### config.mk
export PLATFORM = sky130hd
export DESIGN_NAME = dual_reel_machine_controller
export DESIGN_NICKNAME = d
export VERILOG_FILES = /design/src/hdl/drmc_pkg.sv /design/src/hdl/dual_reel_machine_controller.sv
export SDC_FILE = /design/constraint.sdc
export NUM_CORES = 1
export LEC_CHECK = 0
export BUFFER_PORTS_ARGS = -buffer_cell sky130_fd_sc_hd__clkbuf_2
export CAP_MARGIN = 40
export CORE_MARGIN = 5
export CORE_UTILIZATION = 58
export DETAILED_ROUTE_END_ITERATION = 8
export PLACE_DENSITY = 0.89
export SLEW_MARGIN = 20
export SYNTH_ARGS = -nofsm -noshare
export SYNTH_HDL_FRONTEND = slang
export SYNTH_SLANG_ARGS = --single-unit
### constraint.sdc
create_clock -name aclk -period 8.9 [get_ports aclk]
set_input_delay 1.78 -clock aclk [delete_from_list [all_inputs] [get_ports aclk]]
set_output_delay 1.78 -clock aclk [all_outputs]
set_load 0.01 [all_outputs]
### src/hdl/drmc_pkg.sv
// Shared constants for the dual reel machine controller.
// No dependencies; used by the top level and its port checker.
`default_nettype none

package drmc_pkg;

    // counter width default and reset load of both period registers
    localparam int COUNT_WIDTH_DEF = 16;
    localparam int RESET_PERIOD    = 100;

    // configuration port
    localparam int CFG_INDEX_WIDTH = 2;
    localparam int CFG_DATA_WIDTH  = 16;

    typedef enum logic [CFG_INDEX_WIDTH-1:0] {
        REG_BLINK_PERIOD = 2'd0,
        REG_PULSE_LENGTH = 2'd1
    } cfg_reg_t;

    // stream payloads
    localparam int S_TDATA_WIDTH = 8;
    localparam int OUT_FIELDS    = 9;
    localparam int M_TDATA_WIDTH = 16;

    // bit positions inside m_tdata
    localparam int OUT_DRIVE_ON    = 0;
    localparam int OUT_OPEN_A      = 1;
    localparam int OUT_CLOSE_A     = 2;

endpackage

`default_nettype wire

### src/hdl/dual_reel_machine_controller.sv
// Dual reel machine controller: drive, leaves, lamp and tension control per scan tick.
// Depends on drmc_pkg for widths, register indexes and reset constants.
//
// Channel  Dir  Handshake            Payload
// s_       in   s_tvalid/s_tready    one scan tick, 8 sensor and button bits
// m_       out  m_tvalid/m_tready    one result per tick, 9 output lines
// cfg_     in   cfg_wr_en            blink_period, pulse_length
//
// One tick per clock unless m_ stalls: the beat is worked on between the state
// registers and the output register and is ready on m_ the cycle after it is accepted.
// Reset (aresetn low, synchronous) empties the output register and loads the
// state and both registers with their power-up values.
// A stall on m_ holds the result; s_tready stays high while the output
// register is empty or being drained in the same cycle.
`default_nettype none

module dual_reel_machine_controller
    import drmc_pkg::*;
#(
    parameter int COUNT_WIDTH = COUNT_WIDTH_DEF
) (
    input  wire logic                       aclk,
    input  wire logic                       aresetn,

    input  wire logic                       cfg_wr_en,
    input  wire logic [CFG_INDEX_WIDTH-1:0] cfg_index,
    input  wire logic [CFG_DATA_WIDTH-1:0]  cfg_wdata,

    input  wire logic                       s_tvalid,
    output logic                            s_tready,
    // selected_a, selected_b, open_button_a, close_button_a, tension_button_a,
    // open_button_b, close_button_b, tension_button_b
    input  wire logic [S_TDATA_WIDTH-1:0]   s_tdata,

    output logic                            m_tvalid,
    input  wire logic                       m_tready,
    // drive_on, open_out_a, close_out_a, leaves_lamp_a, run_lamp_a,
    // open_out_b, close_out_b, leaves_lamp_b, run_lamp_b, 7 zero bits
    output logic [M_TDATA_WIDTH-1:0]        m_tdata
);

    localparam logic [COUNT_WIDTH-1:0] CNT_ONE   = COUNT_WIDTH'(1);
    localparam logic [COUNT_WIDTH-1:0] CNT_RESET = COUNT_WIDTH'(RESET_PERIOD);

    // take the low COUNT_WIDTH bits of a register, zero-extended if wider
    function automatic logic [COUNT_WIDTH-1:0] fit_count(input logic [CFG_DATA_WIDTH-1:0] v);
        logic [COUNT_WIDTH-1:0] f;
        for (int i = 0; i < COUNT_WIDTH; i++) begin
            if (i < CFG_DATA_WIDTH) begin
                f[i] = v[i];
            end else begin
                f[i] = 1'b0;
            end
        end
        return f;
    endfunction

    logic [CFG_DATA_WIDTH-1:0] blink_period_reg;
    logic [CFG_DATA_WIDTH-1:0] pulse_length_reg;

    logic                   drive_reg,    drive_next;
    logic                   opened_reg    [2];
    logic                   opened_next   [2];
    logic                   blinking_reg  [2];
    logic                   blinking_next [2];
    logic                   lit_reg       [2];
    logic                   lit_next      [2];
    logic [COUNT_WIDTH-1:0] blink_cnt_reg [2];
    logic [COUNT_WIDTH-1:0] blink_cnt_next[2];
    logic [COUNT_WIDTH-1:0] pulse_cnt_reg [2];
    logic [COUNT_WIDTH-1:0] pulse_cnt_next[2];
    logic                   open_act_reg  [2];
    logic                   open_act_next [2];
    logic                   close_act_reg [2];
    logic                   close_act_next[2];
    logic                   tension_reg   [2];
    logic                   tension_next  [2];
    logic                   tbtn_last_reg [2];
    logic                   tbtn_last_next[2];

    logic                      m_tvalid_reg;
    logic [M_TDATA_WIDTH-1:0]  m_tdata_reg;
    logic [M_TDATA_WIDTH-1:0]  m_tdata_next;

    logic                   accept;
    logic                   sel_any;
    logic                   drop_all;
    logic                   tension_mid[2];
    logic                   sel_tension;
    logic                   sel_opened;
    logic                   stopped;
    logic                   open_btn;
    logic                   close_btn;
    logic                   tens_btn;
    logic [COUNT_WIDTH-1:0] blink_load;
    logic [COUNT_WIDTH-1:0] pulse_load;

    assign s_tready = !m_tvalid_reg || m_tready;
    assign accept   = s_tvalid && s_tready;
    assign m_tvalid = m_tvalid_reg;
    assign m_tdata  = m_tdata_reg;

    always_comb begin
        blink_load = fit_count(blink_period_reg);
        pulse_load = fit_count(pulse_length_reg);

        // drive: stop and drop tension with no reel selected, A wins a tie
        sel_any  = s_tdata[0] || s_tdata[1];
        drop_all = !sel_any && drive_reg;
        for (int r = 0; r < 2; r++) begin
            tension_mid[r] = tension_reg[r] && !drop_all;
        end
        sel_tension = s_tdata[0] ? tension_mid[0] : tension_mid[1];
        sel_opened  = s_tdata[0] ? opened_reg[0]  : opened_reg[1];
        drive_next  = drive_reg && !drop_all;
        if (sel_any && !drive_next && (!sel_tension || !sel_opened)) begin
            drive_next = 1'b1;
        end

        stopped   = 1'b0;
        open_btn  = 1'b0;
        close_btn = 1'b0;
        tens_btn  = 1'b0;
        for (int r = 0; r < 2; r++) begin
            open_btn  = s_tdata[2 + 3*r];
            close_btn = s_tdata[3 + 3*r];
            tens_btn  = s_tdata[4 + 3*r];
            stopped   = !drive_next || !tension_mid[r];

            opened_next[r]    = opened_reg[r];
            blinking_next[r]  = blinking_reg[r];
            lit_next[r]       = lit_reg[r];
            blink_cnt_next[r] = blink_cnt_reg[r];
            pulse_cnt_next[r] = pulse_cnt_reg[r];
            open_act_next[r]  = open_act_reg[r];
            close_act_next[r] = close_act_reg[r];

            // leaves buttons, open wins while closed
            if (open_btn && !opened_reg[r] && stopped) begin
                opened_next[r]    = 1'b1;
                blinking_next[r]  = 1'b1;
                blink_cnt_next[r] = blink_load;
                lit_next[r]       = 1'b1;
                pulse_cnt_next[r] = pulse_load;
                close_act_next[r] = 1'b0;
                open_act_next[r]  = 1'b1;
            end else if (close_btn && opened_reg[r] && stopped) begin
                opened_next[r]    = 1'b0;
                blinking_next[r]  = 1'b0;
                lit_next[r]       = 1'b1;
                pulse_cnt_next[r] = pulse_load;
                open_act_next[r]  = 1'b0;
                close_act_next[r] = 1'b1;
            end

            // blink counter: reload at zero, toggle lamp if blinking
            if (blink_cnt_next[r] != '0) begin
                blink_cnt_next[r] = blink_cnt_next[r] - CNT_ONE;
            end else begin
                blink_cnt_next[r] = blink_load;
                if (blinking_next[r]) begin
                    lit_next[r] = !lit_next[r];
                end
            end

            // actuator pulse: drop both lines at zero
            if (pulse_cnt_next[r] != '0) begin
                pulse_cnt_next[r] = pulse_cnt_next[r] - CNT_ONE;
            end else begin
                open_act_next[r]  = 1'b0;
                close_act_next[r] = 1'b0;
            end

            // tension toggles on button release
            tension_next[r]   = tension_mid[r] ^ (tbtn_last_reg[r] && !tens_btn);
            tbtn_last_next[r] = tens_btn;
        end

        m_tdata_next = M_TDATA_WIDTH'({tension_next[1], lit_next[1], close_act_next[1],
                                       open_act_next[1], tension_next[0], lit_next[0],
                                       close_act_next[0], open_act_next[0], drive_next});
    end

    always_ff @(posedge aclk) begin
        if (!aresetn) begin
            blink_period_reg <= CFG_DATA_WIDTH'(RESET_PERIOD);
            pulse_length_reg <= CFG_DATA_WIDTH'(RESET_PERIOD);
        end else if (cfg_wr_en) begin
            case (cfg_index)
                REG_BLINK_PERIOD: blink_period_reg <= cfg_wdata;
                REG_PULSE_LENGTH: pulse_length_reg <= cfg_wdata;
                default: ;
            endcase
        end
    end

    always_ff @(posedge aclk) begin
        if (!aresetn) begin
            drive_reg <= 1'b0;
            for (int r = 0; r < 2; r++) begin
                opened_reg[r]    <= 1'b0;
                blinking_reg[r]  <= 1'b0;
                lit_reg[r]       <= 1'b1;
                blink_cnt_reg[r] <= '0;
                pulse_cnt_reg[r] <= CNT_RESET;
                open_act_reg[r]  <= 1'b0;
                close_act_reg[r] <= 1'b1;
                tension_reg[r]   <= 1'b0;
                tbtn_last_reg[r] <= 1'b0;
            end
        end else if (accept) begin
            drive_reg <= drive_next;
            for (int r = 0; r < 2; r++) begin
                opened_reg[r]    <= opened_next[r];
                blinking_reg[r]  <= blinking_next[r];
                lit_reg[r]       <= lit_next[r];
                blink_cnt_reg[r] <= blink_cnt_next[r];
                pulse_cnt_reg[r] <= pulse_cnt_next[r];
                open_act_reg[r]  <= open_act_next[r];
                close_act_reg[r] <= close_act_next[r];
                tension_reg[r]   <= tension_next[r];
                tbtn_last_reg[r] <= tbtn_last_next[r];
            end
        end
    end

    // output register: load on every accepted beat, empty when drained
    always_ff @(posedge aclk) begin
        if (!aresetn) begin
            m_tvalid_reg <= 1'b0;
        end else if (accept) begin
            m_tvalid_reg <= 1'b1;
        end else if (m_tready) begin
            m_tvalid_reg <= 1'b0;
        end
    end

    always_ff @(posedge aclk) begin
        if (accept) begin
            m_tdata_reg <= m_tdata_next;
        end
    end

endmodule

`default_nettype wire

=== Word level (Yosys, flattened, before mapping) ===
Memories as Yosys holds them, arrays and structs flattened.
Index checks and enable logic that the tools add are counted.

* Bits of input ports: 31
* Register bits after elaboration: 43
* Memories: 9
* Bits in writable memories: 78
* Word-level logic and storage cells: 149
* Output and inout port bits: 18

* Equal/unequal tests: 1
* Bitwise gates (word level): 20
* $add $sub $neg: 4
* Multiplexer cells: 65
* Reductions and logical operators: 45

{| class="wikitable"
|+ Memory list
! memory !! depth !! bits a word !! rd ports !! clocked after Yosys merged registers in !! wr ports !! RTL line !! RTL
|-
| blink_cnt_reg || 2 || 16 || 2 || 0 || 2 || dual_reel_machine_controller.sv:68 || <nowiki>logic [COUNT_WIDTH-1:0] blink_cnt_reg [2];</nowiki>
|-
| pulse_cnt_reg || 2 || 16 || 2 || 0 || 2 || dual_reel_machine_controller.sv:70 || <nowiki>logic [COUNT_WIDTH-1:0] pulse_cnt_reg [2];</nowiki>
|-
| blinking_reg || 2 || 1 || 2 || 0 || 2 || dual_reel_machine_controller.sv:64 || <nowiki>logic blinking_reg [2];</nowiki>
|-
| close_act_reg || 2 || 1 || 2 || 0 || 2 || dual_reel_machine_controller.sv:74 || <nowiki>logic close_act_reg [2];</nowiki>
|-
| lit_reg || 2 || 1 || 2 || 0 || 2 || dual_reel_machine_controller.sv:66 || <nowiki>logic lit_reg [2];</nowiki>
|-
| open_act_reg || 2 || 1 || 2 || 0 || 2 || dual_reel_machine_controller.sv:72 || <nowiki>logic open_act_reg [2];</nowiki>
|-
| +3 memories || -- || -- || -- || -- || -- || -- ||
|}

{| class="wikitable"
|+ Operators with widths
! kind !! count
|-
| 16-bit two-way mux || 14
|-
| 16-bit nonzero test || 4
|-
| 16-bit by 1-bit subtractor with 16-bit output, second input constant || 4
|-
| 1-bit two-way mux || 51
|-
| 1-bit bitwise OR || 18
|-
| 1-bit logical AND || 17
|-
| 1-bit zero test || 15
|-
| 1-bit logical OR || 5
|-
| 2-bit AND reduction || 2
|-
| 2-bit by 1-bit == test with 1-bit output, second input constant || 1
|-
| 2-bit zero test || 1
|-
| 2-bit nonzero test || 1
|-
| 1-bit XOR || 2
|}

=== Longest topological paths before layout ===
* Word-level depth: 19
* Gate-level depth with buffers: 16

=== Worst setup path after synthesis ===
No wires, ideal clock.

* Kind: input-to-reg
* Start: input port s_tdata[1]
* End: memory blink_cnt_reg[0][30] (netlist bit), data pin
* Data required time: 8748 ps
* Library setup time: 152 ps
* Slack: 3818 ps
* Arrival: 4930 ps
* Stages: 14
* Cells stage by stage: or2_1 buf_2 a311o_1 buf_2 buf_2 buf_1 mux2i_1 ha_1 or3b_1 mux2i_4 o21ai_2 o21bai_1 mux2_1 a31oi_1

{| class="wikitable"
|+ RTL lines
! what !! RTL line !! RTL
|-
| from (decl) || dual_reel_machine_controller.sv:33 || <nowiki>input wire logic [S_TDATA_WIDTH-1:0] s_tdata,</nowiki>
|-
| to (decl) || dual_reel_machine_controller.sv:68 ||
|}

==> flow_summary.ini <==
[yosys]
ys_ff_latch = 121
synth.top_cell.area_share_pct = 32.4
synth-seq-area-share_pct = 40.9
synthFlopType = edfxtp_1
syn_avg_cell_area_um2 = 8.96
syn_area_um2 = 8060
yosysTopAreaCell = edfxtp_1
ys_warn_count = 0
netlist_top_cells_area = edfxtp_1 (32%), dfxtp_1 (8.4%), nand2_1 (6.5%)
async_flop_share_pct = 0
synthDistinctLibCells = 82
synthCells = 899
synth_edf_count = 87

[global_routing]
antenna_found_initial = 0
grt_pass1_wl_um = 34300
gr-total-overflow = 0
grt_pass1_vias = 6853
grt_usage_pct = 26.1
grt_max_degree = 57

[run]
max_cap_viol_count = 0

[worst_setup_path]
path_cells = clkbuf_2, nand4bb_1, a41oi_4, buf_4, mux2i_1, ha_1, nor3b_1, mux2_2, and4_1, nor2_1, xor2_1, nor2_1
critPathMaxStageDelay_ns = 0.52
arrival_ns = 5.33
worstPathMaxFanout = 39
critPathLaunchType = primary input
worst-path-buf-inv = 2
crit_required_ns = 9.06
cpMostUsedCell = nor2_1
slowest_stage = and4_1
critPathKind = in -> reg
cp_top_family = simple AND/OR/NAND/NOR gates
endpoint_kind = register

[clock_network]
cts_root_buffer = clkbuf_16
post_cts_buffers = 0
cts_buffers = 17
clock_path_buffers = 2
cts_max_level = 4
cts_hold_buf = 0
cts_resized = 0
clk_latency_ns = 0.43
cts_tree = built
path_clk_slew_ns = 0.06
clock_sinks = 121

[die]
io_pins = 49
coreArea_um2 = 13800
rows = 43
fp.dieW_um = 128
start_util_pct = 58.5
die_area_um2 = 16300
fp.dieH_um = 128

[final_layout]
layout-drive-gt1-share_pct = 13.6
design_area_um2 = 8980
mostFrequentLayoutCell = nand2_1
nNetsFinal = 953
fin_util_pct = 65.2
insertedDiodeCount = 0
fillers = 1082
synthToLayoutAreaGrowth_pct = 11.4
final_cell_mix = nand2_1 (139), edfxtp_1 (87), nor2_1 (74), a21oi_1 (53), mux2i_1 (52)

[drt]
antenna_left = 0
via_per_inst = 6.53
num_vias = 7229
drtIter0Drc = 982
wl_um = 21300
routedWlPerCell_um = 19.2
drcViolationCount = 0
dr.pass1.iters = 5

[sta]
slew_headroom_pct = 44.1
worstMarginPinSlew_ns = 0.815
fmax_mhz = 194
rsz0062_at_grt = no
period_share_pct = 58.0
fin_skew_ns = 0.00734
setup_tns_ns = 0
slew_violations = 0
fin_crit_ns = 5.17
finalHoldViolCount = 0
setup_viol = 0

[placement]
finalWeightedCongestion = 0.945
port_buffers = 41
place_hpwl_um = 14600
dpl-instance-area_um2 = 8350

[pwr]
leakage_uw = 0.00335
vdd_drop_max_mv = 0.134
power.density_nw_per_um2 = 188

[hold_path]
hp-class = reg -> reg

[run_status]
outcome = complete, no violations
## synthesized netlist by cell type (all sizes together) (3+ instances only)
library cell  number
xor2              12
nand3             27
a211oi            10
a41oi              3
a31oi             12
a21boi            29
nor3b              8
nand2b             7
and2               9
mux2              11
dfxtp             34
o2111ai            4
xnor2             23
ha                 8
and4               5
nor3              48
clkbuf            28
o211ai             4
o31ai             10
or3               19
o311a              3
buf               37
nor2              75
edfxtp            87
or4                5
a21o               4
o21ai             41
nor2b              4
a21oi             56
and3              10
a311oi             5
and4b              3
mux2i             54
or2                5
nand4              6
nor4              14
inv               10
nand2            140
## where the power goes
group / total (µW) / switching [µW] / internal (µW)
Combinational: 286 / 173 / 113
Clock: 711 / 265 / 446
Sequential: 690 / 42.9 / 647
Total: 1690 / 481 / 1210
## area by class of cell
type / instances / area [µm²] / share of cell area [%]
multi-input combinational: 709 / 4470 / 49.8
sequential: 121 / 3290 / 36.7
clock buffer: 19 / 475 / 5.30
timing repair buffer: 55 / 338 / 3.76
tap: 180 / 225 / 2.51
clock inverter: 13 / 138 / 1.53
inverter: 10 / 37.5 / 0.418
## cell families after synthesis
| kind of cell | count (synthesis) | synth area share [%] |
|---|---|---|
| flops | 121 | 40.9 |
| fa+ha+maj | 8 | 1.24 |
| other cells | 1 | 0.0465 |
| compound gates | 200 | 16.9 |
| mux | 65 | 8.45 |
| buf+inv | 75 | 4.41 |
| xor+xnor | 35 | 3.80 |
| simple gates | 394 | 24.3 |
## worst register-to-register path, delay by kind of cell (launching register included)
kind                       cells  cell delay [ns]
AOI/OAI and AO/OA              1             0.35
xor gates and xnor gates       1             0.20
adders and majority gates      1             0.23
buffers and inverters          1             0.47
DFF                            1             0.55
muxes                          2             0.68
and+or+nand+nor                5             1.46
## layer usage
metal	wire, µm	track usage (%)	vias up
met3	2250	5.42	72
li1	-	-	3335
met4	666	10.7	0
met1	8740	35.4	3372
met5	0	0	-
met2	9630	40.9	450
## path summary, 6_finish.rpt
check        slack, ns  cells past startpoint                   end              start
max reg2reg       4.70                     11  pulse_cnt_reg[0][23]  tension_reg[0][1]
max               3.73                     12  pulse_cnt_reg[0][23]         s_tdata[0]
min reg2reg       0.53                      2             drive_reg          drive_reg
min               0.53                      2             drive_reg          drive_reg
## through the flow
step                hold WS, ns  instances  setup WS [ns]  total power (µW)
floorplan                 0.466        905           3.82               904
global placement          0.516       1071           3.48               964
detailed placement        0.522       1074           3.39               976
CTS                       0.531       1106           3.82              1680
global route              0.557       1107           3.61              1750
finish                    0.530       1107           3.73              1690
(Power assumes the default switching activity.)
